## src/design/rqfb_pkg.sv

```systemverilog
`timescale 1ns / 1ps
// ----------------------------------------------------------------------------
// rqfb_pkg: shared types and constants for the ring queue
// Request and response payloads, action and status codes, and the
// configuration register indexes.
// ----------------------------------------------------------------------------
package rqfb_pkg;

	localparam int LEN_W = 5;
	localparam int ITEM_W = 32;

	typedef enum logic [2:0] {
		ACT_SEND_BACK  = 3'd0,
		ACT_SEND_FRONT = 3'd1,
		ACT_OVERWRITE  = 3'd2,
		ACT_RECEIVE    = 3'd3,
		ACT_PEEK       = 3'd4,
		ACT_CLEAR      = 3'd5
	} action_t;

	typedef enum logic [1:0] {
		ST_OK    = 2'd0,
		ST_FULL  = 2'd1,
		ST_EMPTY = 2'd2,
		ST_BAD   = 2'd3
	} status_t;

	typedef enum logic {
		CFG_QUEUE_LENGTH  = 1'b0,
		CFG_COUNTING_ONLY = 1'b1
	} cfg_index_t;

	typedef struct packed {
		action_t            action;
		logic [ITEM_W-1:0]  item_in;
	} req_t;

	typedef struct packed {
		status_t            status;
		logic [ITEM_W-1:0]  item_out;
		logic [LEN_W-1:0]   items_waiting;
		logic [LEN_W-1:0]   spaces_free;
	} rsp_t;

	typedef struct packed {
		status_t            status;
		logic               read_ok;
		logic [LEN_W-1:0]   items_waiting;
		logic [LEN_W-1:0]   spaces_free;
	} ctrl_info_t;

endpackage

```

## src/design/rqfb_mem.sv

```systemverilog
`timescale 1ns / 1ps
// ----------------------------------------------------------------------------
// rqfb_mem: slot store of the ring queue
// One write port and one read port with registered read data that holds
// its value until the next read.
// ----------------------------------------------------------------------------
module rqfb_mem #(
	parameter int DEPTH = 16,
	parameter int ITEM_BITS = 32,
	parameter int IW = 4
) (
	input  logic                 clk,
	input  logic                 wr_en,
	input  logic [IW-1:0]        wr_addr,
	input  logic [ITEM_BITS-1:0] wr_data,
	input  logic                 rd_en,
	input  logic [IW-1:0]        rd_addr,
	output logic [ITEM_BITS-1:0] rd_data_s1
);

	logic [ITEM_BITS-1:0] mem [DEPTH];

	always_ff @(posedge clk) begin
		if (wr_en) begin
			mem[wr_addr] <= wr_data;
		end
	end

	always_ff @(posedge clk) begin
		if (rd_en) begin
			rd_data_s1 <= mem[rd_addr];
		end
	end

endmodule

```

## src/design/rqfb_ctrl.sv

```systemverilog
`timescale 1ns / 1ps
// ----------------------------------------------------------------------------
// rqfb_ctrl: queue indices, item count and configuration registers
// Decodes one request per cycle while accept is high, updates the ring state and
// issues the slot write or read that the request needs.
// ----------------------------------------------------------------------------
module rqfb_ctrl #(
	parameter int DEPTH = 16,
	parameter int ITEM_BITS = 32,
	parameter int IW = 4
) (
	input  logic                        clk,
	input  logic                        arst_n,
	input  logic                        cfg_we,
	input  rqfb_pkg::cfg_index_t        cfg_index,
	input  logic [rqfb_pkg::LEN_W-1:0]  cfg_data,
	input  logic                        accept,
	input  rqfb_pkg::req_t              req,
	output rqfb_pkg::ctrl_info_t        info,
	output logic                        wr_en,
	output logic [IW-1:0]               wr_addr,
	output logic [ITEM_BITS-1:0]        wr_data,
	output logic                        rd_en,
	output logic [IW-1:0]               rd_addr
);

	import rqfb_pkg::*;

	localparam int CW = ((IW > LEN_W) ? IW : LEN_W) + 1;
	localparam logic [LEN_W-1:0] LEN_MAX = LEN_W'((DEPTH > 31) ? 31 : DEPTH);
	localparam logic [LEN_W-1:0] LEN_RST = LEN_W'((DEPTH < 16) ? DEPTH : 16);

	logic [IW-1:0]    wr_idx_q, wr_idx_d;
	logic [IW-1:0]    rd_idx_q, rd_idx_d;
	logic [LEN_W-1:0] count_q, count_d;
	logic [LEN_W-1:0] len_q, len_d;
	logic             cnt_only_q, cnt_only_d;
	logic [LEN_W-1:0] len_cfg;
	logic [IW-1:0]    wr_next, rd_next, rd_prev;
	logic [63:0]      item_wide;
	status_t          status;
	logic             read_ok;

	function automatic logic [IW-1:0] next_idx(logic [IW-1:0] i, logic [LEN_W-1:0] len);
		logic [CW-1:0] inc;
		inc = CW'(i) + CW'(1);
		return (inc >= CW'(len)) ? '0 : IW'(inc);
	endfunction

	function automatic logic [IW-1:0] prev_idx(logic [IW-1:0] i, logic [LEN_W-1:0] len);
		logic [IW-1:0] last;
		last = IW'(len - LEN_W'(1));
		return (i == '0 || CW'(i) >= CW'(len)) ? last : i - IW'(1);
	endfunction

	always_comb begin
		len_cfg = cfg_data;
		if (len_cfg == '0) begin
			len_cfg = LEN_W'(1);
		end
		if (len_cfg > LEN_MAX) begin
			len_cfg = LEN_MAX;
		end
	end

	assign wr_next = next_idx(wr_idx_q, len_q);
	assign rd_next = next_idx(rd_idx_q, len_q);
	assign rd_prev = prev_idx(rd_idx_q, len_q);
	assign item_wide = 64'(req.item_in);

	always_comb begin
		wr_idx_d = wr_idx_q;
		rd_idx_d = rd_idx_q;
		count_d = count_q;
		len_d = len_q;
		cnt_only_d = cnt_only_q;
		status = ST_OK;
		read_ok = 1'b0;
		wr_en = 1'b0;
		wr_addr = wr_idx_q;
		wr_data = item_wide[ITEM_BITS-1:0];
		rd_en = 1'b0;
		rd_addr = rd_next;

		if (accept) begin
			case (req.action)
				ACT_SEND_BACK, ACT_SEND_FRONT: begin
					if (count_q >= len_q) begin
						status = ST_FULL;
					end else begin
						if (!cnt_only_q) begin
							wr_en = accept;
							if (req.action == ACT_SEND_BACK) begin
								wr_idx_d = wr_next;
							end else begin
								wr_addr = rd_idx_q;
								rd_idx_d = rd_prev;
							end
						end
						count_d = count_q + LEN_W'(1);
					end
				end
				ACT_OVERWRITE: begin
					if (len_q != LEN_W'(1)) begin
						status = ST_BAD;
					end else begin
						if (!cnt_only_q) begin
							wr_en = accept;
							wr_addr = rd_idx_q;
							rd_idx_d = rd_prev;
						end
						count_d = LEN_W'(1);
					end
				end
				ACT_RECEIVE, ACT_PEEK: begin
					if (count_q == '0) begin
						status = ST_EMPTY;
					end else begin
						if (!cnt_only_q) begin
							read_ok = 1'b1;
							rd_en = accept;
							if (req.action == ACT_RECEIVE) begin
								rd_idx_d = rd_next;
							end
						end
						if (req.action == ACT_RECEIVE) begin
							count_d = count_q - LEN_W'(1);
						end
					end
				end
				ACT_CLEAR: begin
					count_d = '0;
					wr_idx_d = '0;
					rd_idx_d = IW'(len_q - LEN_W'(1));
				end
				default: begin
					status = ST_BAD;
				end
			endcase
		end

		if (cfg_we) begin
			case (cfg_index)
				CFG_QUEUE_LENGTH: begin
					len_d = len_cfg;
					count_d = '0;
					wr_idx_d = '0;
					rd_idx_d = IW'(len_cfg - LEN_W'(1));
				end
				CFG_COUNTING_ONLY: begin
					cnt_only_d = cfg_data[0];
				end
				default: begin
					cnt_only_d = cnt_only_q;
				end
			endcase
		end
	end

	assign info.status = status;
	assign info.read_ok = read_ok;
	assign info.items_waiting = count_d;
	assign info.spaces_free = len_q - count_d;

	always_ff @(posedge clk or negedge arst_n) begin
		if (!arst_n) begin
			wr_idx_q <= '0;
			rd_idx_q <= IW'(LEN_RST - LEN_W'(1));
			count_q <= '0;
			len_q <= LEN_RST;
			cnt_only_q <= 1'b0;
		end else if (accept || cfg_we) begin
			wr_idx_q <= wr_idx_d;
			rd_idx_q <= rd_idx_d;
			count_q <= count_d;
			len_q <= len_d;
			cnt_only_q <= cnt_only_d;
		end
	end

endmodule

```

## src/design/ring_queue_front_back_overwrite.sv

```systemverilog
`timescale 1ns / 1ps
// ----------------------------------------------------------------------------
// ring_queue_front_back_overwrite: circular item queue with front sends
// Ring of item slots serving send-to-back, send-to-front, overwrite,
// receive, peek and clear requests, one response per request.
// ----------------------------------------------------------------------------
// Usage:
//   Requests enter on req/req_valid/req_ready and responses leave on
//   rsp/rsp_valid/rsp_ready; a transfer happens when valid and ready are
//   both high at a rising edge. Each request yields exactly one response.
//   The configuration port writes queue_length (index 0, which empties the
//   queue) or counting_only (index 1) on any edge with cfg_we high; write
//   it only while no request is in flight.
//   A request is decoded in the cycle it is accepted and the slot memory is
//   read at that edge; the result passes through the middle stage and the
//   response register before it is offered on rsp.
//   One request is taken every cycle while the receiver keeps up; the
//   indices and count are updated in the cycle the request is accepted.
//   A stalled receiver fills the response register and then the middle
//   stage, after which req_ready drops until rsp_ready returns.
//   Reset clears the count and write index, sets the read index to the
//   last slot, the length to 16 (or DEPTH if smaller) and data mode. Slot
//   contents are not reset; a slot is read only when the count is nonzero.
// ----------------------------------------------------------------------------
module ring_queue_front_back_overwrite #(
	parameter int DEPTH = 16,
	parameter int ITEM_BITS = 32
) (
	input  logic                        clk,
	input  logic                        arst_n,
	input  logic                        cfg_we,
	input  rqfb_pkg::cfg_index_t        cfg_index,
	input  logic [rqfb_pkg::LEN_W-1:0]  cfg_data,
	input  logic                        req_valid,
	output logic                        req_ready,
	input  rqfb_pkg::req_t              req,
	output logic                        rsp_valid,
	input  logic                        rsp_ready,
	output rqfb_pkg::rsp_t              rsp
);

	import rqfb_pkg::*;

	localparam int IW = (DEPTH > 1) ? $clog2(DEPTH) : 1;

	logic                 accept;
	logic                 advance;
	ctrl_info_t           info;
	ctrl_info_t           info_s1;
	logic                 valid_s1;
	logic                 wr_en;
	logic [IW-1:0]        wr_addr;
	logic [ITEM_BITS-1:0] wr_data;
	logic                 rd_en;
	logic [IW-1:0]        rd_addr;
	logic [ITEM_BITS-1:0] rd_data_s1;
	logic [63:0]          rd_wide;
	logic                 rsp_valid_q;
	rsp_t                 rsp_q;

	assign advance = valid_s1 && (!rsp_valid_q || rsp_ready);
	assign req_ready = !valid_s1 || advance;
	assign accept = req_valid && req_ready;

	rqfb_ctrl #(
		.DEPTH(DEPTH),
		.ITEM_BITS(ITEM_BITS),
		.IW(IW)
	) u_ctrl (
		.clk(clk),
		.arst_n(arst_n),
		.cfg_we(cfg_we),
		.cfg_index(cfg_index),
		.cfg_data(cfg_data),
		.accept(accept),
		.req(req),
		.info(info),
		.wr_en(wr_en),
		.wr_addr(wr_addr),
		.wr_data(wr_data),
		.rd_en(rd_en),
		.rd_addr(rd_addr)
	);

	rqfb_mem #(
		.DEPTH(DEPTH),
		.ITEM_BITS(ITEM_BITS),
		.IW(IW)
	) u_mem (
		.clk(clk),
		.wr_en(wr_en),
		.wr_addr(wr_addr),
		.wr_data(wr_data),
		.rd_en(rd_en),
		.rd_addr(rd_addr),
		.rd_data_s1(rd_data_s1)
	);

	always_ff @(posedge clk or negedge arst_n) begin
		if (!arst_n) begin
			valid_s1 <= 1'b0;
		end else if (accept) begin
			valid_s1 <= 1'b1;
		end else if (advance) begin
			valid_s1 <= 1'b0;
		end
	end

	always_ff @(posedge clk) begin
		if (accept) begin
			info_s1 <= info;
		end
	end

	assign rd_wide = 64'(rd_data_s1);

	always_ff @(posedge clk or negedge arst_n) begin
		if (!arst_n) begin
			rsp_valid_q <= 1'b0;
		end else if (advance) begin
			rsp_valid_q <= 1'b1;
		end else if (rsp_ready) begin
			rsp_valid_q <= 1'b0;
		end
	end

	always_ff @(posedge clk) begin
		if (advance) begin
			rsp_q.status <= info_s1.status;
			rsp_q.item_out <= info_s1.read_ok ? rd_wide[ITEM_W-1:0] : '0;
			rsp_q.items_waiting <= info_s1.items_waiting;
			rsp_q.spaces_free <= info_s1.spaces_free;
		end
	end

	assign rsp_valid = rsp_valid_q;
	assign rsp = rsp_q;

endmodule
```

## config.mk

```make
export PLATFORM = sky130hd
export DESIGN_NAME = ring_queue_front_back_overwrite
export DESIGN_NICKNAME = d
export VERILOG_FILES = /design/src/design/rqfb_pkg.sv /design/src/design/rqfb_mem.sv /design/src/design/rqfb_ctrl.sv /design/src/design/ring_queue_front_back_overwrite.sv
export SDC_FILE = /design/constraint.sdc
export NUM_CORES = 1
export LEC_CHECK = 0
export CAP_MARGIN = 15
export CORE_MARGIN = 2
export CORE_UTILIZATION = 40
export CTS_BUF_LIST = sky130_fd_sc_hd__clkbuf_2
export CTS_CLUSTER_DIAMETER = 120
export DETAILED_ROUTE_END_ITERATION = 10
export DONT_BUFFER_PORTS = 1
export PLACE_DENSITY = 0.65
export SYNTH_ARGS = -nofsm -noshare
export SYNTH_HDL_FRONTEND = slang
export SYNTH_SLANG_ARGS = --single-unit
```

## constraint.sdc

```tcl
create_clock -name clk -period 5 [get_ports clk]
set_input_delay 0.25 -clock clk [delete_from_list [all_inputs] [get_ports clk]]
set_output_delay 0.25 -clock clk [all_outputs]
set_load 0.03 [all_outputs]
```

Word level (Yosys, flattened, before mapping)
Memory sizes are Yosys's and may differ from the RTL's. A register that Yosys moved wholly into a read port is not among the register bits.
Index checks and enable logic that the tools add are counted.
W data, S select, Z words.

storage, ports and cells
  input bits = 46
  memories = 1
  logic and storage cells = 111
  RAM bits = 512
  flip-flop bits (word level) = 78
  output and inout bits = 46

operators by class
  reductions and logical operators = 18
  add/sub/neg operators = 8
  mux-type cells = 57
  bitwise logic cells = 1
  eq/ne operators = 6
  order comparisons = 5

memory list
  name       depth  width  read ports  clocked after memory_dff  wr ports  line            source
  u_mem.mem  16     32     1           1                         1         rqfb_mem.sv:21  logic [ITEM_BITS-1:0] mem [DEPTH];

operators by type and width
  kind                   number
  $mux W4                26
  $mux W5                9
  $pmux W5 S4            1
  $pmux W4 S2            2
  $pmux W4 S4            1
  $ge A5 B5 Y1           3
  $mux W1                14
  $sub A4 B1 Y4 const B  3
  $add A4 B1 Y5 const B  2
  $logic_not A5 Y1       2
  $pmux W2 S4            1
  $eq A3 B2 Y1 const B   2
  $eq A3 B3 Y1 const B   2
  $reduce_and A3 Y1      2
  $add A5 B1 Y5 const B  1
  $ge A4 B5 Y1           1
  $gt A5 B5 Y1 const B   1
  $ne A5 B1 Y1 const B   1
  $sub A5 B1 Y5 const B  1
  $sub A5 B5 Y5          1
  $logic_not A4 Y1       1
  $logic_or A1 B1 Y1     4
  $mux W2                2
  $reduce_bool A2 Y1     2
  other kinds (7)        10

Longest topological paths before layout
Gate-level depths: netlist of the first run.

  depth after elaboration = 10
  mapped depth = 15
  gate-level depth less buffers = 15

Modules after synthesis
A second synthesis of the first run with hierarchy kept.

unflattened totals
  cell total of the unflattened synthesis = 1272
  area total of the unflattened synthesis = 24917.6 um^2

modules (own cells, without submodules)
  module                           sequential area each (um^2)  cells an instance  area each (um^2)  times used
  rqfb_mem                         16335.7                      838                20155.6           1
  rqfb_ctrl                        481.7                        334                2693.8            1
  ring_queue_front_back_overwrite  1761.7                       100                2068.2            1

Least setup slack after synthesis of the first run
No wires, ideal clock.

  path kind = reg2reg
  start = register u_ctrl.count_q[0]
  end = register u_mem.rd_data_s1[0] (read register of u_mem.mem), enable pin
  cell stages (with the launch flop) = 5
  library setup time = 0.501 ns
  data arrival time = 4.077 ns
  buffers on the path = 0
  period minus slack after synthesis = 4.578 ns
  data required time = 4.499 ns
  slack = 0.422 ns
  cell sequence = dfrtp_1 -> inv_1 -> ha_1 -> nor4b_2 -> nor4_1

between the ends
  longest elaborated chain between the ends = 4

ends and longest elaborated chain
  what                    line                                   source
  start, declared         rqfb_ctrl.sv:35                        logic [LEN_W-1:0] count_q, count_d;
  start signal, assigned  rqfb_ctrl.sv:175                       count_q <= count_d;
  $logic_not A5 Y1        rqfb_ctrl.sv:116                       if (count_q == '0) begin
  $mux W1                 rqfb_ctrl.sv:116
  $mux W1                 n/a
  $mux W1                 rqfb_ctrl.sv:85                        if (accept) begin
  net rd_en               ring_queue_front_back_overwrite.sv:54  logic rd_en;
  end, declared           rqfb_mem.sv:18                         output logic [ITEM_BITS-1:0] rd_data_s1

The timed path passes the listed nets, and every way through them passes these cells.
A chain may end at the register's enable or synchronous reset.

Final worst setup path of the first run
  start = register u_ctrl.rd_idx_q[0]
  end = register u_mem.rd_data_s1[6] (read register of u_mem.mem) (data pin)

between the ends
  longest elaborated chain between the ends = 3

ends and longest elaborated chain
  what                    line              source
  start, declared         rqfb_ctrl.sv:34   logic [IW-1:0] rd_idx_q, rd_idx_d;
  start signal, assigned  rqfb_ctrl.sv:168  rd_idx_q <= IW'(LEN_RST - LEN_W'(1));
  start signal, assigned  rqfb_ctrl.sv:174  rd_idx_q <= rd_idx_d;
  $add A4 B1 Y5 (*)       rqfb_ctrl.sv:46   inc = CW'(i) + CW'(1);
  $ge A5 B5 Y1            rqfb_ctrl.sv:47   return (inc >= CW'(len)) ? '0 : IW'(inc);
  $mux W4 (*)             rqfb_ctrl.sv:47

Every way passes the cells marked *; elsewhere a longest branch is shown, timed or not.

==> results.cfg, run 1 <==
[status]
status = finished clean

[yosys]
yosysSeqAreaShare = 0.726
synth-async-reset-ratio = 0.0338
yosys_warnings = 0
synth.distinct_cells = 84
synth_nets = 1748
synthCells = 1670
synth_area_um2 = 25600
postSynthAreaPerCell_um2 = 15.3
synth-seq-cells = 622
yosys_most_used_dff = edfxtp_1
synth-edff-count = 601

[power_and_ir_drop]
clockPowerShare = 0.251
ir_worst_vdd_v = 0.000399
pwr-share-comb = 0.286
p_leak_nw = 10.1
total_power_mw = 13.1
p_per_area_nw_per_um2 = 447
p_sw_mw = 4.56
swShare = 0.348
seq_power_share = 0.463
internal-power_mw = 8.55

[hold_path]
min_to = u_ctrl.wr_idx_q[2]
whs_path_depth = 3
hold_class = input pin to flop
worstHoldStart = req[34]

[sta]
rsz0062_at_grt = no
finalCritPeriodShare = 0.885
hold_viol = 0
tightestPinTransition_ps = 1000
setup_violations = 0
relSlewSlack = 0.330
period_minus_slack_ps = 4430
setup_ws_ps = 574
finalMaxSlewViolations = 0
max_freq_mhz = 226
finalHoldWorstSlack_ps = 224
fin_setup_tns_ps = 0
fin_skew_ps = 97.9

[cts]
insertion_delay_ps = 1380
root_buffer = clkbuf_2
clk_pin_slew_ps = 110
max-clock-path-buffers = 3
clock-sinks = 622
cts_max_level = 4
cts_buffers = 159
cts_setup_buffers = 0
cts_tree = built

[worst_setup_path]
r2r_end = u_mem.rd_data_s1[6]
worstPathMaxFanout = 64
startpoint_type = flop
reg2regPathDepth = 10
cp-end-kind = flop
worstPathRequired_ps = 6040
arrival_ps = 5470
crit_type = flop to flop
r2r_setup_slack_ps = 570
worstReg2RegStart = u_ctrl.rd_idx_q[0]

[floorplanning]
die_area_um2 = 66000
coreArea_um2 = 63200
std_cell_rows = 92
floorplan.initialDensity = 0.405
die_x_um = 257
fp.dieH_um = 257
num_io_pins = 92

[routing]
viasPerCell = 5.53
route.detailed.drc = 0
vias = 15700
drtIter0Drc = 1486
routed_wirelength_um = 64100
wl_per_cell_um = 22.5
drt_pre_antenna_iters = 6
antenna_left = 0

[cells_and_area]
nNetsFinal = 1962
final_layout_size_suffix_gt1_frac = 0.221
fin_area_um2 = 29300
fillCellCount = 5493
fin_util = 0.464
multi_input_area_um2 = 6650
syn_to_final_growth_pct = 14.5
regArea_um2 = 18600
finalNonFillerCells = 2846

[placement]
post-place-ws_ps = 653
dp.cells = 2464
dp_hpwl_um = 35700
gp_congestion = 0.835
placed_cell_area_um2 = 26800
port_buffers = 0

[global_route]
grt_pass1_wl_um = 96500
grt_max_degree = 138
grt_pass1_vias = 16000
grt.total_usage = 0.195
gr-total-overflow = 0
antenna_found_initial = 5

[flow_run]
drv_cap = 0
Yosys cell counts (11+ instances only):
cell type | count | area, µm²
dfrtp_1 | 16 | 400
nand2_1 | 267 | 1000
a31oi_1 | 99 | 619
a221oi_1 | 46 | 403
o21ai_0 | 18 | 90.1
buf_2 | 27 | 135
ha_1 | 31 | 388
a22o_1 | 23 | 201
a21oi_1 | 27 | 135
mux2_2 | 100 | 1130
o221ai_1 | 21 | 184
nand2b_1 | 11 | 68.8
a32o_1 | 18 | 180
and2_1 | 35 | 219
nor3_1 | 13 | 65.1
edfxtp_1 | 601 | 18000
inv_1 | 21 | 78.8
mux2i_1 | 32 | 320
nor2_1 | 33 | 124
nand3_1 | 12 | 60.1
clkbuf_1 | 52 | 195
registers in the layout (all words and copies together), names as in the netlist:
signal             count
info_s1               13
rsp                   44
rsp_valid              1
u_ctrl.cnt_only_q      1
u_ctrl.count_q         5
u_ctrl.len_q           5
u_ctrl.rd_idx_q        4
u_ctrl.wr_idx_q        4
u_mem.mem            512
u_mem.rd_data_s1      32
valid_s1               1
repair_timing:
| action | CTS | global route |
|---|---|---|
| hold buffers | 104 | 0 |
| hold endpoints to repair | 1061 | 0 |
| resized for setup | 0 | 0 |
how the worst max path moves through the flow:
stage,start,depth (start not counted),endpoint,slack [ps]
finish,u_ctrl.rd_idx_q[0],10,u_mem.rd_data_s1[6],570
CTS,u_ctrl.rd_idx_q[0],10,u_mem.rd_data_s1[6],620
global placement,u_ctrl.rd_idx_q[0],10,u_mem.rd_data_s1[1],780
global route,u_ctrl.rd_idx_q[0],10,u_mem.rd_data_s1[6],360
floorplan,u_ctrl.count_q[0],4,u_mem.rd_data_s1[0],420
detailed placement,u_ctrl.rd_idx_q[0],10,u_mem.rd_data_s1[12],650
worst max-delay path, cell delays in order, from the launching register on:
cell     delay [ps]
dfstp_4         830
nand3_1         140
xnor2_1         390
ha_1            310
or2_1           260
a21oi_2         490
o21ai_2         420
nor2_4          170
buf_4           630
a31oi_1         200
a22o_1          280
placed cells by master, fill, tap and decap left out, types with 7 or more instances in the layout:
master	instances
a211oi_1	7
a21o_1	9
a21oi_1	26
a221oi_1	46
a22o_1	23
a31oi_1	99
a32o_1	18
a32oi_1	7
and2_1	34
buf_12	12
buf_4	32
clkbuf_2	215
clkinv_1	41
clkinv_2	8
dfrtp_1	16
dlygate4sd3_1	102
edfxtp_1	601
ha_1	31
inv_1	21
mux2_2	100
mux2i_1	32
nand2_1	267
nand2b_1	11
nand3_1	12
nor2_1	17
nor2_4	17
nor2b_1	9
nor3_1	13
o21ai_0	18
o221ai_1	21
o2bb2ai_1	9
xnor2_1	9
routing by layer:
metal  global-route usage  routed length, µm  vias up
met5                    0                 13        -
met2                0.305              30300      617
met1                0.261              28100     7922
li1                     -                  -     7074
met4               0.0691               1260        2
met3               0.0542               4390      110
power groups by stage:
stage                     clock network (mW)  registers, mW  logic [mW]
after CTS                               3.41           6.06        3.71
after floorplan                            0           6.12        2.57
after detailed placement                   0           6.18        3.55
after global placement                     0           6.18        3.49
final                                   3.29           6.06        3.75
after global routing                    3.66           6.07        4.08
layout make-up:
| cell class | count | area share |
|---|---|---|
| multi-input cells | 930 | 0.227 |
| repair buffers | 147 | 0.0522 |
| inverters | 24 | 0.00354 |
| flip-flops and latches | 622 | 0.634 |
| clock inverters | 60 | 0.0100 |
| diodes | 2 | 0.000171 |
| well taps | 846 | 0.0361 |
| clock buffers | 215 | 0.0367 |
cell families after synthesis:
| family | Yosys count | share of synthesized area |
|---|---|---|
| flops | 622 | 0.726 |
| fa+ha+maj | 32 | 0.0159 |
| buf+inv | 118 | 0.0220 |
| xor+xnor | 11 | 0.00406 |
| simple gates | 414 | 0.0735 |
| compound gates | 339 | 0.100 |
| mux | 134 | 0.0583 |
(Power assumes the default switching activity.)
==> run 2: changes to the inputs <==
CORE_MARGIN = 4   (was 2)
==> run 2 against run 1 <==
- utilization fell by 0.10 points
- via count is 0.20% higher
- clock power grew 2%
- non-clock buffer count is 2 higher
- worst setup slack better by 39 ps
- sequential cell count unchanged
- first-iteration DRC count decreased by 4.7%
- count of clock-buffer cells in the layout is 4 higher
- fmax increased by 0.88%
- critical endpoint is now u_mem.rd_data_s1[10]
==> results.cfg, run 2 (synthesis gave the netlist of run 1 again) <==
[sta]
setup_violations = 0
hold_viol = 0
finalMaxSlewViolations = 0
finalCritPeriodShare = 0.877
relSlewSlack = 0.315
rsz0062_at_grt = no
tightestPinTransition_ps = 1030
fin_skew_ps = 121
period_minus_slack_ps = 4390
max_freq_mhz = 228
fin_setup_tns_ps = 0

[routing]
routed_wirelength_um = 63700
drt_pre_antenna_iters = 5
wl_per_cell_um = 22.4
vias = 15800
antenna_left = 0
route.detailed.drc = 0
drtIter0Drc = 1416
viasPerCell = 5.54

[global_route]
grt_pass1_wl_um = 96700
gr-total-overflow = 0
grt.total_usage = 0.187
antenna_found_initial = 3
grt_max_degree = 65
grt_pass1_vias = 16200

[placement]
dp.cells = 2466
dp_hpwl_um = 35400
gp_congestion = 0.855
port_buffers = 0

[cts]
max-clock-path-buffers = 3
clock-sinks = 622
insertion_delay_ps = 1340
clk_pin_slew_ps = 110
cts_max_level = 4
cts_buffers = 156
cts_tree = built
root_buffer = clkbuf_2

[cells_and_area]
final_cell_mix = edfxtp_1 (601), nand2_1 (267), clkbuf_2 (219)
nNetsFinal = 1961
final_common_cell = edfxtp_1
syn_to_final_growth_pct = 14.3
fillCellCount = 5506
largest_reg_flops = 512
regMostFlops = u_mem.mem
finalNonFillerCells = 2843
final_layout_size_suffix_gt1_frac = 0.223

[worst_setup_path]
startpoint_type = flop
arrival_ps = 5540
r2r_setup_slack_ps = 610
worstPathRequired_ps = 6150
reg2regPathDepth = 12
worstPathMaxFanout = 31
r2r_end = u_mem.rd_data_s1[10]
cp-endpoint = u_mem.rd_data_s1[10]
crit_type = flop to flop
startpoint = u_ctrl.rd_idx_q[0]
cp-end-kind = flop
worstReg2RegStart = u_ctrl.rd_idx_q[0]

[floorplanning]
fp.dieH_um = 261
die_area_um2 = 68100
die_x_um = 261
floorplan.initialDensity = 0.405
num_io_pins = 92
coreArea_um2 = 63200
std_cell_rows = 92

[power_and_ir_drop]
p_per_area_nw_per_um2 = 448
p_leak_nw = 10.0
ir_worst_vdd_v = 0.000310

[flow_run]
drv_cap = 0

[hold_path]
whs_path_depth = 3
hold_class = input pin to flop

[status]
status = finished clean
[run 2: cell types whose count changed in the layout (fill, tap and decap cells not counted), moves of 3 or more]
cell and delta:
clkinv_2 -5, inv_6 +3, buf_4 +9, clkbuf_2 +4, inv_2 -3, buf_12 -7, clkinv_1 -7
[run 2: cell type report]
| class | count | area (µm²) | share of cell area |
|---|---|---|---|
| Tap cell | 846 | 1060 | 0.0362 |
| Multi-Input combinational cell | 930 | 6650 | 0.228 |
| Timing Repair Buffer | 149 | 1440 | 0.0492 |
| Antenna cell | 3 | 7.51 | 0.000257 |
| Clock buffer | 219 | 1100 | 0.0375 |
| Sequential cell | 622 | 18600 | 0.636 |
| Clock inverter | 50 | 297 | 0.0101 |
| Inverter | 24 | 104 | 0.00355 |
[run 2: worst min path at each step]
stage | end | startpoint | slack (ps)
after floorplan | rsp_valid | arst_n | -50
after global placement | valid_s1 | arst_n | -40
after detailed placement | valid_s1 | arst_n | -40
after CTS | rsp_valid | rsp_ready | 60
after global routing | u_ctrl.wr_idx_q[2] | req[34] | 170
final | u_ctrl.wr_idx_q[2] | req[34] | 270
[run 2: where the power goes]
group / leakage, nW / internal (mW) / switching [mW] / total [mW]
combinational: 3.28 / 1.35 / 2.36 / 3.71
clock: 1.04 / 1.31 / 2.05 / 3.36
sequential: 5.72 / 5.91 / 0.130 / 6.04
total: 10.0 / 8.57 / 4.54 / 13.1
[run 2: metrics by stage]
step	util	hold slack, ps	worst slack, ps	total power, mW	instance area [µm²]
final	0.463	273	613	13.1	29200
after global routing	0.463	171	366	13.9	29200
after CTS	0.463	61.5	617	13.2	29200
after detailed placement	0.424	-44.8	628	9.71	26800
after global placement	0.424	-44.7	672	9.64	26800
after floorplan	-	-45.6	422	8.70	25600
[run 2: metal layers]
layer,vias to the layer above,global-route usage,share of wire
met5,-,0,0
met4,0,0.0693,0.021
met3,97,0.0488,0.068
met2,619,0.300,0.48
met1,7980,0.247,0.43
li1,7060,-,-
[run 2: repair_timing]
action	4_1_cts	5_1_grt
endpoints found under the hold margin	1058	0
setup buffers	0	0
setup endpoints to repair	0	0
hold buffers	105	0
gates resized for setup	0	0
[run 2: worst max-delay path, cell delays in order, from the launching register on]
cell and delay [ps]:
dfstp_4 640, buf_4 390, ha_1 340, xnor2_4 150
inv_2 50, ha_1 290, nand2_1 70, o211a_2 330
o21ai_4 800, buf_4 550, a221oi_1 110, a31oi_1 350
a22o_1 190
==> run 3: changes to the inputs <==
CTS_CLUSTER_DIAMETER = 100   (was 120)
SYNTH_HIERARCHICAL = 1   (was unset)
==> run 3 against run 2 <==
- global-route usage is 1.6 points lower
- clock power is 3% lower
- critical endpoint is now u_ctrl/rd_idx_q[2]
- highest routed layer unchanged
- critical path depth stayed put
==> results.cfg, run 3 <==
[cts]
max-clock-path-buffers = 3
cts_tree = built
clock-sinks = 622
cts_setup_buffers = 0
root_buffer = clkbuf_2
insertion_delay_ps = 1310
cts_buffers = 156
cts_max_level = 4
clk_pin_slew_ps = 80

[worst_setup_path]
worst_path_most_repeated_cell = dlygate4sd3_1
worstPathRequired_ps = 6240
r2r_setup_slack_ps = 250
startpoint_type = flop
slowest_delay_ps = 700
r2r_end = u_ctrl/rd_idx_q[2]
crit_slowest_cell = dlygate4sd3_1
crit_type = flop to flop
cp-endpoint = u_ctrl/rd_idx_q[2]
cp_cell_sequence = nand3b_4, and2_1, buf_4, inv_1, a21oi_1, dlygate4sd3_1, buf_4, dlygate4sd3_1, a21boi_0, dlygate4sd3_1, a31oi_1, dlygate4sd3_1
worstPathMaxFanout = 23
arrival_ps = 6000
reg2regPathDepth = 12
cp-end-kind = flop
startpoint = rsp_valid
worstReg2RegStart = rsp_valid

[global_route]
grt_pass1_vias = 13700
grt_pass1_wl_um = 84800
grt.total_usage = 0.171
grt_max_degree = 45
antenna_found_initial = 3
gr-total-overflow = 0

[sta]
period_minus_slack_ps = 4750
setup_violations = 0
fin_skew_ps = 80.0
fin_setup_tns_ps = 0
hold_viol = 0
rsz0062_at_grt = no
finalCritPeriodShare = 0.951
relSlewSlack = 0.407
max_freq_mhz = 210
finalMaxSlewViolations = 0
setup_ws_ps = 246
tightestPinTransition_ps = 889

[power_and_ir_drop]
p_leak_nw = 9.46
clockPowerShare = 0.262
internal-power_mw = 8.64
ir_worst_vdd_v = 0.000277
swShare = 0.309
p_sw_mw = 3.86
seq_power_share = 0.487
pwr-share-comb = 0.251
p_per_area_nw_per_um2 = 437

[placement]
placed_cell_area_um2 = 26100
post-place-ws_ps = 797
gp_congestion = 0.817
dp.cells = 2066
dp_hpwl_um = 31700
port_buffers = 0

[routing]
vias = 13100
route.met2.wl_um = 27400
antenna_left = 0
wl_per_cell_um = 22.9
route.detailed.drc = 0
viasPerCell = 5.34
drt_pre_antenna_iters = 5
routed_wirelength_um = 56200
wl_met3_um = 2960
m1WireLength_um = 24800
top_layer_used = met4
drtIter0Drc = 1078

[yosys]
synth.most_common_cell = edfxtp_1
yosys_most_used_dff = edfxtp_1
postSynthAreaPerCell_um2 = 19.6
synth_common_cells = edfxtp_1 (601), mux4_2 (128), a22oi_1 (66)
synth-async-reset-ratio = 0.0338
synth-edff-count = 601
yosys_warnings = 6
yosysSeqAreaShare = 0.746
synth_area_leaders = edfxtp_1 (72%), mux4_2 (12%), a22oi_1 (2.0%)
synthCells = 1272
synth-seq-cells = 622
synth.distinct_cells = 72
synth_nets = 1350
synth.top_cell.area_share = 0.724
synth_area_leader_cell = edfxtp_1
synth_area_um2 = 24900

[cells_and_area]
largest_reg_flops = 512
final_common_cell = edfxtp_1
fin_area_um2 = 28600
final_cell_mix = edfxtp_1 (601), clkbuf_2 (222), mux4_2 (128)
finalNonFillerCells = 2454
regMostFlops = u_mem/mem
fillCellCount = 5302
final_layout_size_suffix_gt1_frac = 0.309
syn_to_final_growth_pct = 14.8
nNetsFinal = 1575

[flow_run]
drv_cap = 0

[floorplanning]
fp.dieH_um = 258
die_area_um2 = 66400
coreArea_um2 = 61700
num_io_pins = 92
die_x_um = 258
std_cell_rows = 91
floorplan.initialDensity = 0.404

[status]
status = finished clean

[hold_path]
hold_class = input pin to flop
whs_path_depth = 3
[run 3: cell types whose count changed after synthesis, moves of 17 or more]
| cell | before | now |
|---|---|---|
| nand2_1 | 267 | 59 |
| mux4_2 | 2 | 128 |
| mux2_2 | 100 | 4 |
| a31oi_1 | 99 | 6 |
| a22oi_1 | 0 | 66 |
| a221oi_1 | 46 | 1 |
| buf_4 | 2 | 42 |
| and2_2 | 0 | 32 |
| and2_1 | 35 | 4 |
| mux2i_1 | 32 | 1 |
| clkbuf_1 | 52 | 26 |
| a22o_1 | 23 | 3 |
| o221ai_1 | 21 | 3 |
| buf_2 | 27 | 10 |
[run 3: worst min-delay path by stage]
stage / start / endpoint / slack, ps
after detailed placement: arst_n / u_ctrl/len_q[1] / -40
after CTS: req_valid / valid_s1 / 10
after global routing: req_valid / valid_s1 / 30
final: req_valid / valid_s1 / 190
after floorplan: arst_n / rsp_valid / -50
after global placement: arst_n / u_ctrl/count_q[2] / -40
[run 3: cell families after synthesis]
group | Yosys count | share of synthesized area
fa+ha+maj | 32 | 0.0164
flops | 622 | 0.746
compound gates | 169 | 0.0492
buf+inv | 111 | 0.0240
xor+xnor | 11 | 0.00387
simple gates | 194 | 0.0431
mux | 133 | 0.118
[run 3: area by class of cell]
class / count / area (µm²) / share of cell area
clock inverter: 49 / 255 / 0.00892
antenna: 7 / 17.5 / 0.000612
multi-input combinational: 539 / 5920 / 0.207
timing repair buffer: 159 / 1610 / 0.0564
clock buffer: 222 / 1110 / 0.0388
sequential: 622 / 18600 / 0.649
tap: 837 / 1050 / 0.0366
inverter: 19 / 71.3 / 0.00249
[run 3: worst max-delay path, delay by kind of cell (launching register included)]
kind	cells	cell delay, ps
AO/OA/AOI/OAI	3	460
AND/OR/NAND/NOR	2	540
flip-flops	1	530
buffers and inverters	7	3170
[run 3: repair_timing]
| action | CTS | global route |
|---|---|---|
| gates resized for setup | 0 | 0 |
| hold buffers | 110 | 0 |
| endpoints found under the hold margin | 856 | 0 |
[run 3: power groups by stage]
stage / registers (mW) / logic [mW] / clock network (mW)
after global placement: 6.21 / 3.00 / 0
after floorplan: 6.17 / 2.19 / 0
after global routing: 6.11 / 3.41 / 3.72
after CTS: 6.09 / 3.18 / 3.40
after detailed placement: 6.21 / 3.02 / 0
final: 6.09 / 3.14 / 3.27
[run 3: metal layers]
metal	vias up	GRT usage
met4	0	0.0621
met3	80	0.0381
met2	419	0.271
li1	5745	-
met5	-	0
met1	6857	0.235
[run 3: stage by stage]
stage / total power, mW / util / hold WS (ps)
2_1_floorplan: 8.36 / - / -45.6
3_3_place_gp: 9.21 / 0.423 / -44.3
3_5_place_dp: 9.24 / 0.423 / -43.9
4_1_cts: 12.7 / 0.463 / 10.7
5_1_grt: 13.2 / 0.464 / 31.7
6_report: 12.5 / 0.464 / 192
